`config.mk`:
```
export PLATFORM = sky130hd
export DESIGN_NAME = shared_buffer_threshold_manager_unit
export DESIGN_NICKNAME = d
export VERILOG_FILES = /design/src/rtl/sbtm_pkg.sv /design/src/rtl/shared_buffer_threshold_manager_unit.sv
export VERILOG_INCLUDE_DIRS = /design/src /design/src/rtl
export SDC_FILE = /design/constraint.sdc
export NUM_CORES = 2
export LEC_CHECK = 0
export BUFFER_PORTS_ARGS = -buffer_cell sky130_fd_sc_hd__buf_4
export CAP_MARGIN = 10
export CORE_MARGIN = 2
export CORE_UTILIZATION = 55
export CTS_CLUSTER_DIAMETER = 100
export DETAILED_ROUTE_END_ITERATION = 8
export PLACE_DENSITY = 0.71
export SLEW_MARGIN = 0
export SYNTH_ARGS = -nofsm -noshare
export SYNTH_HDL_FRONTEND = slang
export SYNTH_SLANG_ARGS = --single-unit
export TNS_END_PERCENT = 10
```
`constraint.sdc`:
```
create_clock -name aclk -period 16.6 [get_ports aclk]
set_input_delay 3.32 -clock aclk [delete_from_list [all_inputs] [get_ports aclk]]
set_output_delay 3.32 -clock aclk [all_outputs]
set_load 0.05 [all_outputs]
```
`src/rtl/shared_buffer_threshold_manager_unit_macros.svh`:
```
// Shared assertion macros for the threshold manager.
`ifndef SHARED_BUFFER_THRESHOLD_MANAGER_UNIT_MACROS_SVH
`define SHARED_BUFFER_THRESHOLD_MANAGER_UNIT_MACROS_SVH

// Same-cycle implication, checked on every rising edge outside reset.
`define SBTM_ASSERT_IMP(label, ante, cons, msg) \
    label: assert property (@(posedge aclk) disable iff (!aresetn) (ante) |-> (cons)) \
        else $error(msg);

// Next-cycle implication, checked on every rising edge outside reset.
`define SBTM_ASSERT_NXT(label, ante, cons, msg) \
    label: assert property (@(posedge aclk) disable iff (!aresetn) (ante) |=> (cons)) \
        else $error(msg);

`endif

```
`src/rtl/sbtm_pkg.sv`:
```
`timescale 1ns / 1ps
`default_nettype none

package sbtm_pkg;

    localparam int PORTS     = 16;
    localparam int LEN_WIDTH = 16;

    typedef enum logic [1:0] {
        MODE_NORMAL = 2'd0,
        MODE_BURST  = 2'd1,
        MODE_EVAC   = 2'd2
    } mode_t;

    typedef enum logic {
        OP_LENGTH = 1'b0,
        OP_DROP   = 1'b1
    } op_t;

    typedef enum logic [2:0] {
        REG_BUFFER_SIZE       = 3'd0,
        REG_ALPHA_Q8          = 3'd1,
        REG_DEQUEUE_LIMIT     = 3'd2,
        REG_NET_ENQUEUE_LIMIT = 3'd3,
        REG_RATE_WINDOW_SHORT = 3'd4,
        REG_RATE_WINDOW_LONG  = 3'd5,
        REG_DROP_LIMIT        = 3'd6,
        REG_ACTIVE_PORTS      = 3'd7
    } reg_idx_t;

    typedef enum logic [3:0] {
        ST_IDLE,
        ST_READ,
        ST_UPDATE,
        ST_SUM,
        ST_DYN,
        ST_DIV_BURST,
        ST_DIV_SHARE,
        ST_EMIT_READ,
        ST_EMIT_CALC
    } state_t;

    localparam int CNT_W = 16;
    localparam int TH_W  = 20;

    typedef struct packed {
        logic        op;
        logic [3:0]  port;
        logic [15:0] old_len;
        logic [15:0] new_len;
    } in_t;

    typedef struct packed {
        logic [3:0]  port_index;
        logic [15:0] threshold;
        logic        last_port;
    } out_t;

    typedef struct packed {
        logic [CNT_W-1:0] dequeue_count;
        logic [CNT_W-1:0] net_enqueue_count;
        logic [CNT_W-1:0] short_window_count;
        logic [CNT_W-1:0] long_window_count;
        logic [CNT_W-1:0] drop_count;
        logic             early_flag;
        mode_t            port_mode;
    } ctr_t;

    function automatic logic [CNT_W-1:0] sat_inc(input logic [CNT_W-1:0] v);
        return (v == {CNT_W{1'b1}}) ? v : v + 1'b1;
    endfunction

endpackage

`default_nettype wire

```
`src/rtl/shared_buffer_threshold_manager_unit.sv`:
```
// Operation: an event is read and then updated; a length event then walks the
// queue lengths, computes the dynamic value, runs two bit-serial divisions, and
// emits one threshold per active port, holding each one while m_ready is low.
// Only one event is taken at a time; a drop event ends after its update.
// Reset (aresetn, synchronous, active low) restores the register defaults and marks all
// per-port entries invalid, so they read as zero without a clearing pass.
`timescale 1ns / 1ps
`default_nettype none

`include "shared_buffer_threshold_manager_unit_macros.svh"

module shared_buffer_threshold_manager_unit (
    input  wire logic          aclk,
    input  wire logic          aresetn,
    input  wire logic          s_valid,
    output logic               s_ready,
    input  wire sbtm_pkg::in_t s_data,
    output logic               m_valid,
    input  wire logic          m_ready,
    output sbtm_pkg::out_t     m_data,
    input  wire logic          psel,
    input  wire logic          penable,
    input  wire logic          pwrite,
    input  wire logic [4:0]    paddr,
    input  wire logic [31:0]   pwdata,
    output logic [31:0]        prdata,
    output logic               pready
);

    localparam int PORTS     = sbtm_pkg::PORTS;
    localparam int LEN_WIDTH = sbtm_pkg::LEN_WIDTH;
    localparam int IDX_W = (PORTS > 1) ? $clog2(PORTS) : 1;
    localparam int N_W   = $clog2(PORTS + 1);
    localparam logic [32:0] LEN_MAX = (33'd1 << LEN_WIDTH) - 33'd1;

    logic [15:0] buffer_size_reg, dequeue_limit_reg, net_enqueue_limit_reg;
    logic [15:0] rate_window_short_reg, rate_window_long_reg, drop_limit_reg;
    logic [11:0] alpha_q8_reg;
    logic [4:0]  active_ports_reg;

    sbtm_pkg::state_t state_reg, state_next;
    sbtm_pkg::in_t    item_reg, item_next;
    logic [N_W-1:0]       idx_reg, idx_next;
    logic                 pend_reg, pend_next;
    logic [LEN_WIDTH-1:0] sum_reg, sum_next;
    logic [LEN_WIDTH-1:0] total_reg, total_next;
    logic [N_W-1:0]       bursts_reg, bursts_next;
    logic [sbtm_pkg::TH_W-1:0] dyn_reg, dyn_next;
    logic [16:0]          rem_reg, rem_next;
    logic [15:0]          quo_reg, quo_next;
    logic [3:0]           div_cnt_reg, div_cnt_next;
    logic [15:0]          burst_share_reg, burst_share_next;
    logic [15:0]          share_reg, share_next;
    logic                 out_vld_reg, out_vld_next;
    sbtm_pkg::out_t       out_reg, out_next;

    sbtm_pkg::ctr_t       ctr_mem [PORTS];
    logic [LEN_WIDTH-1:0] qlen_mem [PORTS];
    logic [PORTS-1:0]     ctr_vld_reg, qlen_vld_reg;
    sbtm_pkg::ctr_t       ctr_q;
    logic [LEN_WIDTH-1:0] qlen_q;
    logic                 ctr_vq_reg, qlen_vq_reg;

    logic                 rd_en;
    logic [IDX_W-1:0]     rd_addr, wr_addr;
    logic                 ctr_we, qlen_we;
    sbtm_pkg::ctr_t       ctr_wd;
    logic [LEN_WIDTH-1:0] qlen_wd;

    sbtm_pkg::ctr_t       ctr_rd, ctr_upd;
    logic [LEN_WIDTH-1:0] qlen_rd;
    logic [N_W-1:0]       n_ports;
    logic                 accept, port_ok, out_free, last_idx;
    logic [LEN_WIDTH:0]   sum_add;
    logic [15:0]          diff;
    logic [27:0]          prod;
    logic [16:0]          rem_sh, dvsr, rem_step;
    logic                 div_ge;
    logic [15:0]          quo_step;
    logic [sbtm_pkg::TH_W-1:0] th, th_sat;
    logic                 evac_exit;

    assign pready  = 1'b1;
    assign s_ready = (state_reg == sbtm_pkg::ST_IDLE);
    assign accept  = s_valid && s_ready;
    assign m_valid = out_vld_reg;
    assign m_data  = out_reg;
    assign out_free = !out_vld_reg || m_ready;

    always_comb begin
        if (active_ports_reg == 5'd0) begin
            n_ports = N_W'(1);
        end else if (32'(active_ports_reg) > PORTS) begin
            n_ports = N_W'(PORTS);
        end else begin
            n_ports = N_W'(active_ports_reg);
        end
    end

    assign port_ok  = 32'(s_data.port) < 32'(n_ports);
    assign last_idx = (idx_reg == n_ports - N_W'(1));
    assign ctr_rd   = ctr_vq_reg ? ctr_q : '0;
    assign qlen_rd  = qlen_vq_reg ? qlen_q : '0;

    always_ff @(posedge aclk) begin
        if (!aresetn) begin
            buffer_size_reg       <= 16'd175;
            alpha_q8_reg          <= 12'd256;
            dequeue_limit_reg     <= 16'd3;
            net_enqueue_limit_reg <= 16'd8;
            rate_window_short_reg <= 16'd200;
            rate_window_long_reg  <= 16'd1000;
            drop_limit_reg        <= 16'd175;
            active_ports_reg      <= 5'd16;
        end else if (psel && penable && pwrite) begin
            case (sbtm_pkg::reg_idx_t'(paddr[4:2]))
                sbtm_pkg::REG_BUFFER_SIZE:       buffer_size_reg       <= pwdata[15:0];
                sbtm_pkg::REG_ALPHA_Q8:          alpha_q8_reg          <= pwdata[11:0];
                sbtm_pkg::REG_DEQUEUE_LIMIT:     dequeue_limit_reg     <= pwdata[15:0];
                sbtm_pkg::REG_NET_ENQUEUE_LIMIT: net_enqueue_limit_reg <= pwdata[15:0];
                sbtm_pkg::REG_RATE_WINDOW_SHORT: rate_window_short_reg <= pwdata[15:0];
                sbtm_pkg::REG_RATE_WINDOW_LONG:  rate_window_long_reg  <= pwdata[15:0];
                sbtm_pkg::REG_DROP_LIMIT:        drop_limit_reg        <= pwdata[15:0];
                sbtm_pkg::REG_ACTIVE_PORTS:      active_ports_reg      <= pwdata[4:0];
                default: ;
            endcase
        end
    end

    always_comb begin
        case (sbtm_pkg::reg_idx_t'(paddr[4:2]))
            sbtm_pkg::REG_BUFFER_SIZE:       prdata = 32'(buffer_size_reg);
            sbtm_pkg::REG_ALPHA_Q8:          prdata = 32'(alpha_q8_reg);
            sbtm_pkg::REG_DEQUEUE_LIMIT:     prdata = 32'(dequeue_limit_reg);
            sbtm_pkg::REG_NET_ENQUEUE_LIMIT: prdata = 32'(net_enqueue_limit_reg);
            sbtm_pkg::REG_RATE_WINDOW_SHORT: prdata = 32'(rate_window_short_reg);
            sbtm_pkg::REG_RATE_WINDOW_LONG:  prdata = 32'(rate_window_long_reg);
            sbtm_pkg::REG_DROP_LIMIT:        prdata = 32'(drop_limit_reg);
            sbtm_pkg::REG_ACTIVE_PORTS:      prdata = 32'(active_ports_reg);
            default:                         prdata = 32'd0;
        endcase
    end

    // Per-port counter update for the event held in item_reg.
    always_comb begin
        ctr_upd = ctr_rd;
        if (item_reg.op == sbtm_pkg::OP_DROP) begin
            if (33'(total_reg) == 33'(buffer_size_reg)) begin
                ctr_upd.port_mode         = sbtm_pkg::MODE_NORMAL;
                ctr_upd.long_window_count = '0;
                ctr_upd.early_flag        = 1'b0;
            end
            ctr_upd.net_enqueue_count = '0;
            ctr_upd.dequeue_count     = '0;
            ctr_upd.drop_count        = sbtm_pkg::sat_inc(ctr_rd.drop_count);
            if (ctr_upd.drop_count == drop_limit_reg) begin
                ctr_upd.early_flag = 1'b0;
                ctr_upd.drop_count = '0;
                ctr_upd.port_mode  = sbtm_pkg::MODE_EVAC;
            end
        end else begin
            if (item_reg.old_len > item_reg.new_len) begin
                ctr_upd.dequeue_count = sbtm_pkg::sat_inc(ctr_rd.dequeue_count);
                if (ctr_upd.dequeue_count == dequeue_limit_reg) begin
                    ctr_upd.net_enqueue_count = '0;
                    ctr_upd.port_mode         = sbtm_pkg::MODE_NORMAL;
                    ctr_upd.long_window_count = '0;
                    ctr_upd.early_flag        = 1'b0;
                    ctr_upd.drop_count        = '0;
                end
                if (ctr_upd.net_enqueue_count != '0) begin
                    ctr_upd.net_enqueue_count = ctr_upd.net_enqueue_count - 1'b1;
                end
                ctr_upd.short_window_count = sbtm_pkg::sat_inc(ctr_rd.short_window_count);
                if (ctr_upd.short_window_count == rate_window_short_reg) begin
                    ctr_upd.short_window_count = '0;
                    ctr_upd.early_flag         = 1'b1;
                end
                if (ctr_upd.port_mode == sbtm_pkg::MODE_BURST) begin
                    ctr_upd.long_window_count =
                        sbtm_pkg::sat_inc(ctr_upd.long_window_count);
                    if (ctr_upd.long_window_count == rate_window_long_reg) begin
                        ctr_upd.port_mode  = sbtm_pkg::MODE_NORMAL;
                        ctr_upd.early_flag = 1'b0;
                    end
                end
            end else begin
                ctr_upd.dequeue_count     = '0;
                ctr_upd.net_enqueue_count = sbtm_pkg::sat_inc(ctr_rd.net_enqueue_count);
                if (ctr_upd.net_enqueue_count == net_enqueue_limit_reg) begin
                    ctr_upd.port_mode  = sbtm_pkg::MODE_BURST;
                    ctr_upd.early_flag = 1'b1;
                end
            end
            if (ctr_upd.early_flag) begin
                ctr_upd.net_enqueue_count  = '0;
                ctr_upd.short_window_count = '0;
                ctr_upd.early_flag = (ctr_upd.port_mode == sbtm_pkg::MODE_BURST);
            end
        end
    end

    assign sum_add = {1'b0, sum_reg} + {1'b0, qlen_rd};
    assign diff    = (33'(buffer_size_reg) > 33'(sum_reg))
                     ? 16'(33'(buffer_size_reg) - 33'(sum_reg)) : 16'd0;
    assign prod    = 28'(alpha_q8_reg) * 28'(diff);

    assign dvsr     = (state_reg == sbtm_pkg::ST_DIV_BURST) ? 17'(bursts_reg) : 17'(n_ports);
    assign rem_sh   = {rem_reg[15:0], buffer_size_reg[4'd15 - div_cnt_reg]};
    assign div_ge   = rem_sh >= dvsr;
    assign rem_step = div_ge ? rem_sh - dvsr : rem_sh;
    assign quo_step = {quo_reg[14:0], div_ge};

    always_comb begin
        case (ctr_rd.port_mode)
            sbtm_pkg::MODE_BURST: th = sbtm_pkg::TH_W'(burst_share_reg);
            sbtm_pkg::MODE_EVAC:  th = (sbtm_pkg::TH_W'(share_reg) < dyn_reg)
                                       ? sbtm_pkg::TH_W'(share_reg) : dyn_reg;
            default:              th = dyn_reg;
        endcase
        th_sat    = (33'(th) > LEN_MAX) ? sbtm_pkg::TH_W'(LEN_MAX) : th;
        evac_exit = (ctr_rd.port_mode == sbtm_pkg::MODE_EVAC)
                    && (33'(th_sat) > (33'(qlen_rd) << 1));
    end

    always_comb begin
        state_next = state_reg;
        case (state_reg)
            sbtm_pkg::ST_IDLE: begin
                if (accept && port_ok) begin
                    state_next = sbtm_pkg::ST_READ;
                end
            end
            sbtm_pkg::ST_READ: begin
                state_next = sbtm_pkg::ST_UPDATE;
            end
            sbtm_pkg::ST_UPDATE: begin
                state_next = (item_reg.op == sbtm_pkg::OP_DROP)
                             ? sbtm_pkg::ST_IDLE : sbtm_pkg::ST_SUM;
            end
            sbtm_pkg::ST_SUM: begin
                if ((idx_reg == n_ports) && !pend_reg) begin
                    state_next = sbtm_pkg::ST_DYN;
                end
            end
            sbtm_pkg::ST_DYN: begin
                state_next = sbtm_pkg::ST_DIV_BURST;
            end
            sbtm_pkg::ST_DIV_BURST: begin
                if (div_cnt_reg == 4'd15) begin
                    state_next = sbtm_pkg::ST_DIV_SHARE;
                end
            end
            sbtm_pkg::ST_DIV_SHARE: begin
                if (div_cnt_reg == 4'd15) begin
                    state_next = sbtm_pkg::ST_EMIT_READ;
                end
            end
            sbtm_pkg::ST_EMIT_READ: begin
                state_next = sbtm_pkg::ST_EMIT_CALC;
            end
            sbtm_pkg::ST_EMIT_CALC: begin
                if (out_free) begin
                    state_next = last_idx ? sbtm_pkg::ST_IDLE : sbtm_pkg::ST_EMIT_READ;
                end
            end
            default: begin
                state_next = sbtm_pkg::ST_IDLE;
            end
        endcase
    end

    always_comb begin
        item_next        = item_reg;
        idx_next         = idx_reg;
        pend_next        = 1'b0;
        sum_next         = sum_reg;
        total_next       = total_reg;
        bursts_next      = bursts_reg;
        dyn_next         = dyn_reg;
        rem_next         = rem_reg;
        quo_next         = quo_reg;
        div_cnt_next     = div_cnt_reg;
        burst_share_next = burst_share_reg;
        share_next       = share_reg;
        out_vld_next     = out_vld_reg && !m_ready;
        out_next         = out_reg;
        rd_en            = 1'b0;
        rd_addr          = idx_reg[IDX_W-1:0];
        wr_addr          = idx_reg[IDX_W-1:0];
        ctr_we           = 1'b0;
        ctr_wd           = ctr_upd;
        qlen_we          = 1'b0;
        qlen_wd          = (33'(item_reg.new_len) > LEN_MAX)
                           ? LEN_MAX[LEN_WIDTH-1:0] : LEN_WIDTH'(item_reg.new_len);
        case (state_reg)
            sbtm_pkg::ST_IDLE: begin
                if (accept) begin
                    item_next = s_data;
                end
            end
            sbtm_pkg::ST_READ: begin
                rd_en   = 1'b1;
                rd_addr = IDX_W'(item_reg.port);
            end
            sbtm_pkg::ST_UPDATE: begin
                wr_addr     = IDX_W'(item_reg.port);
                ctr_we      = 1'b1;
                qlen_we     = (item_reg.op == sbtm_pkg::OP_LENGTH);
                idx_next    = '0;
                sum_next    = '0;
                bursts_next = '0;
            end
            sbtm_pkg::ST_SUM: begin
                if (idx_reg != n_ports) begin
                    rd_en     = 1'b1;
                    idx_next  = idx_reg + N_W'(1);
                    pend_next = 1'b1;
                end
                if (pend_reg) begin
                    sum_next = sum_add[LEN_WIDTH] ? LEN_MAX[LEN_WIDTH-1:0]
                                                  : sum_add[LEN_WIDTH-1:0];
                    bursts_next = bursts_reg
                        + N_W'(ctr_rd.port_mode == sbtm_pkg::MODE_BURST);
                end
            end
            sbtm_pkg::ST_DYN: begin
                total_next   = sum_reg;
                dyn_next     = prod[27:8];
                rem_next     = '0;
                quo_next     = '0;
                div_cnt_next = '0;
            end
            sbtm_pkg::ST_DIV_BURST, sbtm_pkg::ST_DIV_SHARE: begin
                rem_next     = rem_step;
                quo_next     = quo_step;
                div_cnt_next = div_cnt_reg + 4'd1;
                if (div_cnt_reg == 4'd15) begin
                    rem_next = '0;
                    quo_next = '0;
                    idx_next = '0;
                    if (state_reg == sbtm_pkg::ST_DIV_BURST) begin
                        burst_share_next = (bursts_reg == '0) ? 16'd0 : quo_step;
                    end else begin
                        share_next = quo_step;
                    end
                end
            end
            sbtm_pkg::ST_EMIT_READ: begin
                rd_en = 1'b1;
            end
            sbtm_pkg::ST_EMIT_CALC: begin
                if (out_free) begin
                    out_vld_next         = 1'b1;
                    out_next.port_index  = 4'(idx_reg);
                    out_next.threshold   = 16'(th_sat);
                    out_next.last_port   = last_idx;
                    ctr_wd               = ctr_rd;
                    ctr_wd.port_mode     = sbtm_pkg::MODE_NORMAL;
                    ctr_wd.drop_count    = '0;
                    ctr_we               = evac_exit;
                    idx_next             = idx_reg + N_W'(1);
                end
            end
            default: ;
        endcase
    end

    always_ff @(posedge aclk) begin
        if (!aresetn) begin
            state_reg    <= sbtm_pkg::ST_IDLE;
            out_vld_reg  <= 1'b0;
            pend_reg     <= 1'b0;
            total_reg    <= '0;
            ctr_vld_reg  <= '0;
            qlen_vld_reg <= '0;
            ctr_vq_reg   <= 1'b0;
            qlen_vq_reg  <= 1'b0;
        end else begin
            state_reg   <= state_next;
            out_vld_reg <= out_vld_next;
            pend_reg    <= pend_next;
            total_reg   <= total_next;
            if (ctr_we) begin
                ctr_vld_reg[wr_addr] <= 1'b1;
            end
            if (qlen_we) begin
                qlen_vld_reg[wr_addr] <= 1'b1;
            end
            if (rd_en) begin
                ctr_vq_reg  <= ctr_vld_reg[rd_addr];
                qlen_vq_reg <= qlen_vld_reg[rd_addr];
            end
        end
    end

    always_ff @(posedge aclk) begin
        item_reg        <= item_next;
        idx_reg         <= idx_next;
        sum_reg         <= sum_next;
        bursts_reg      <= bursts_next;
        dyn_reg         <= dyn_next;
        rem_reg         <= rem_next;
        quo_reg         <= quo_next;
        div_cnt_reg     <= div_cnt_next;
        burst_share_reg <= burst_share_next;
        share_reg       <= share_next;
        out_reg         <= out_next;
    end

    always_ff @(posedge aclk) begin
        if (ctr_we) begin
            ctr_mem[wr_addr] <= ctr_wd;
        end
        if (qlen_we) begin
            qlen_mem[wr_addr] <= qlen_wd;
        end
        if (rd_en) begin
            ctr_q  <= ctr_mem[rd_addr];
            qlen_q <= qlen_mem[rd_addr];
        end
    end

    `SBTM_ASSERT_IMP(a_out_port_range, m_valid, (8'(m_data.port_index) < 8'(n_ports)), "threshold for inactive port")
    `SBTM_ASSERT_IMP(a_write_states, ctr_we, (state_reg == sbtm_pkg::ST_UPDATE || state_reg == sbtm_pkg::ST_EMIT_CALC), "counter write outside update")
    `SBTM_ASSERT_NXT(a_one_event, (s_valid && s_ready && port_ok), !s_ready, "second transaction taken while busy")

endmodule

`default_nettype wire

```
==> impl_metrics.json <==
{
  "hp-class": "reg2reg",
  "rsz0062_at_grt": "false",
  "io_buffers": 101,
  "dieArea_sq_um": 172000,
  "clockBufferDepth": 3,
  "min_period_ns": 9.90,
  "internal_power_mw": 8.97,
  "post_cts_buffers": 0,
  "crit_fanout": 17,
  "final_util": 0.613,
  "power_mw": 12.2,
  "nets": 6855,
  "start_util": 0.554,
  "endpoint_kind": "flop",
  "pin_count": 137,
  "largest_register_ffs": 1328,
  "clk_latency_ns": 0.86,
  "async_flop_share": 0,
  "hold_viol": 0,
  "finClkSkew_ns": 0.0562,
  "avgViaCountPerCell": 6.36,
  "vias": 56300,
  "syn_inst": 6385,
  "num_rows": 150,
  "path_clk_slew_ns": 0.06,
  "fmax_mhz": 101,
  "synth_edf_count": 1854,
  "grt_pass1_wl_microns": 361000,
  "syn_area_sq_um": 92800,
  "cp.arrival_ns": 10.47,
  "power.density_nw_per_um2": 118,
  "synth.largest_area_cell": "edfxtp_1",
  "reg_top3": "ctr_mem: 1328 flops, qlen_mem: 256 flops, ctr_q: 83 flops",
  "crit_path_max_incr_delay_ns": 0.78,
  "p_sw_mw": 3.18,
  "drc_errors": 0,
  "yosysUniqueCellTypes": 105,
  "holdBufCountCts": 0,
  "pwr-share-clk": 0.366,
  "top_register": "ctr_mem",
  "antenna_found_initial": 14,
  "gp_routability_congestion": 0.930,
  "grt_util_all_layers": 0.282,
  "p_sw_frac": 0.262,
  "htreeDepth": 4,
  "tns_ns": 0,
  "final_layout_size_suffix_gt1_frac": 0.157,
  "power_frac_seq": 0.488,
  "grt_max_degree": 117,
  "die_w_microns": 415,
  "peakVddDrop_mv": 0.106,
  "worstPathRequired_ns": 17.17,
  "synth_top_area_share": 0.600,
  "finalInstanceArea_sq_um": 103000,
  "cts.root.buffer_cell": "clkbuf_16",
  "cts_sinks": 2023,
  "drt_iter0_drc": 6915,
  "p_leak_nw": 34.6,
  "cts_resized": 0,
  "cts_made_buffers": 199,
  "postPlaceCellArea_sq_um": 96100,
  "slowest_stage": "a2111oi_0",
  "ys_top_cells_by_area": "edfxtp_1 60%, mux4_2 10%, dfxtp_1 3.6%",
  "dr.pass1.iters": 7,
  "areaGrowthSynthToFinish_pct": 10.7,
  "fin_crit_sh": 0.596,
  "worstSetupPathType": "reg2reg",
  "status": "finished clean",
  "yosys-top-cells-count": "1854 x edfxtp_1, 796 x nand2_1, 419 x mux4_2, 305 x nor2_1, 301 x a21oi_1",
  "dp_hpwl_microns": 149000,
  "die_h_microns": 415,
  "setup_violations": 0,
  "ys_ff_latch": 2023,
  "combPwrFrac": 0.146,
  "grt.overflow.total": 0,
  "synth.avg_cell_area_sq_um": 14.5,
  "cts_tree": "yes",
  "synth_most_common_cell": "edfxtp_1",
  "synth-main-ff-cell": "edfxtp_1",
  "slew_headroom": 0.130,
  "yosysSeqAreaShare": 0.637,
  "worst_slew_pin_slew_ns": 1.30,
  "wl_per_cell_microns": 27.5,
  "crit_path_start_kind": "flop",
  "slew_viol_final": 0,
  "coreArea_sq_um": 167000,
  "grt_pass1_vias": 55900,
  "cap_viol_max_count": 0,
  "crit_top_cell": "fa_1",
  "yosysWarnings": 0,
  "num-fill-cells": 12200,
  "drt-total-wl_microns": 243000,
  "ant_nets": 0
}
-- final timing paths --
path                       from             to  slack, ns  depth (start not counted)
max          buffer_size_reg[0]    dyn_reg[19]       6.70                         31
max reg2reg  buffer_size_reg[0]    dyn_reg[19]       6.70                         31
min reg2reg         quo_reg[14]  share_reg[15]       0.45                          0
min                 quo_reg[14]  share_reg[15]       0.45                          0
-- power by group through the flow --
stage	Clock [mW]	Sequential (mW)	Combinational [mW]
3_3_place_gp	0	6.03	1.74
6_report	4.45	5.93	1.77
4_1_cts	4.50	5.93	1.77
5_1_grt	4.70	5.95	1.90
2_1_floorplan	0	5.95	1.27
3_5_place_dp	0	6.04	1.76
-- cells in the final DEF, fill, tap and decap left out, drive strengths merged, types with 17 or more instances in the layout --
cell,synthesis,routed
a211oi,117,117
a21o,31,31
a21oi,302,302
a22o,22,22
a31oi,129,129
and2,191,191
and3,34,34
buf,106,245
bufinv,0,17
clkbuf,272,251
clkinv,3,86
conb,2,18
dfxtp,169,169
edfxtp,1854,1854
fa,142,142
ha,162,162
inv,284,294
mux2i,59,59
mux4,419,419
nand2,798,798
nand2b,35,35
nand3,110,110
nand4,56,56
nor2,305,305
nor2b,37,37
nor3,73,73
nor4,40,40
o21a,20,20
o21ai,134,134
o22ai,32,32
or3,24,24
xnor2,99,99
xor2,88,88
-- layer usage --
layer	wire length [microns]	part of all wire	global-route usage	up-vias
li1	-	-	-	24300
met1	97600	0.40	0.397	28900
met2	116000	0.48	0.448	2586
met3	19800	0.082	0.0390	470
met4	10100	0.041	0.116	0
met5	0	0	0	-
-- stage by stage --
step                      hold WS, ns  worst slack [ns]  cells
after floorplan                 0.418              7.11   6401
after global placement          0.423              6.93   8462
after detailed placement        0.429              6.79   8462
after CTS                       0.446              6.74   8831
after global routing            0.459              5.83   8850
final                           0.447              6.70   8851
-- cell type report --
type / count / area (sq um) / share of cell area
inverter: 287 / 1080 / 0.0105
sequential: 2023 / 59100 / 0.575
clock inverter: 119 / 1180 / 0.0115
clock buffer: 250 / 5250 / 0.0511
tap: 2204 / 2760 / 0.0269
multi-input combinational: 3713 / 31400 / 0.306
timing repair buffer: 246 / 1920 / 0.0187
antenna: 9 / 22.5 / 0.000219
-- kinds of logic after synthesis --
group | synth area share
compound gates | 0.0637
xor+xnor | 0.0182
fa+ha+maj | 0.0525
buf+inv | 0.0284
flops | 0.637
mux | 0.109
other cells | 0.0000810
simple gates | 0.0910
-- critical path: cells and delay by family, from the launching register on --
| kind | cells | cell delay [ns] |
|---|---|---|
| adder cells (fa/ha/maj) | 8 | 3.39 |
| buffers and inverters | 5 | 0.33 |
| XOR/XNOR | 1 | 0.12 |
| AND/OR/NAND/NOR | 7 | 2.03 |
| flip-flops | 1 | 0.37 |
| AO/OA/AOI/OAI | 10 | 3.40 |
(Power assumes the default switching activity.)
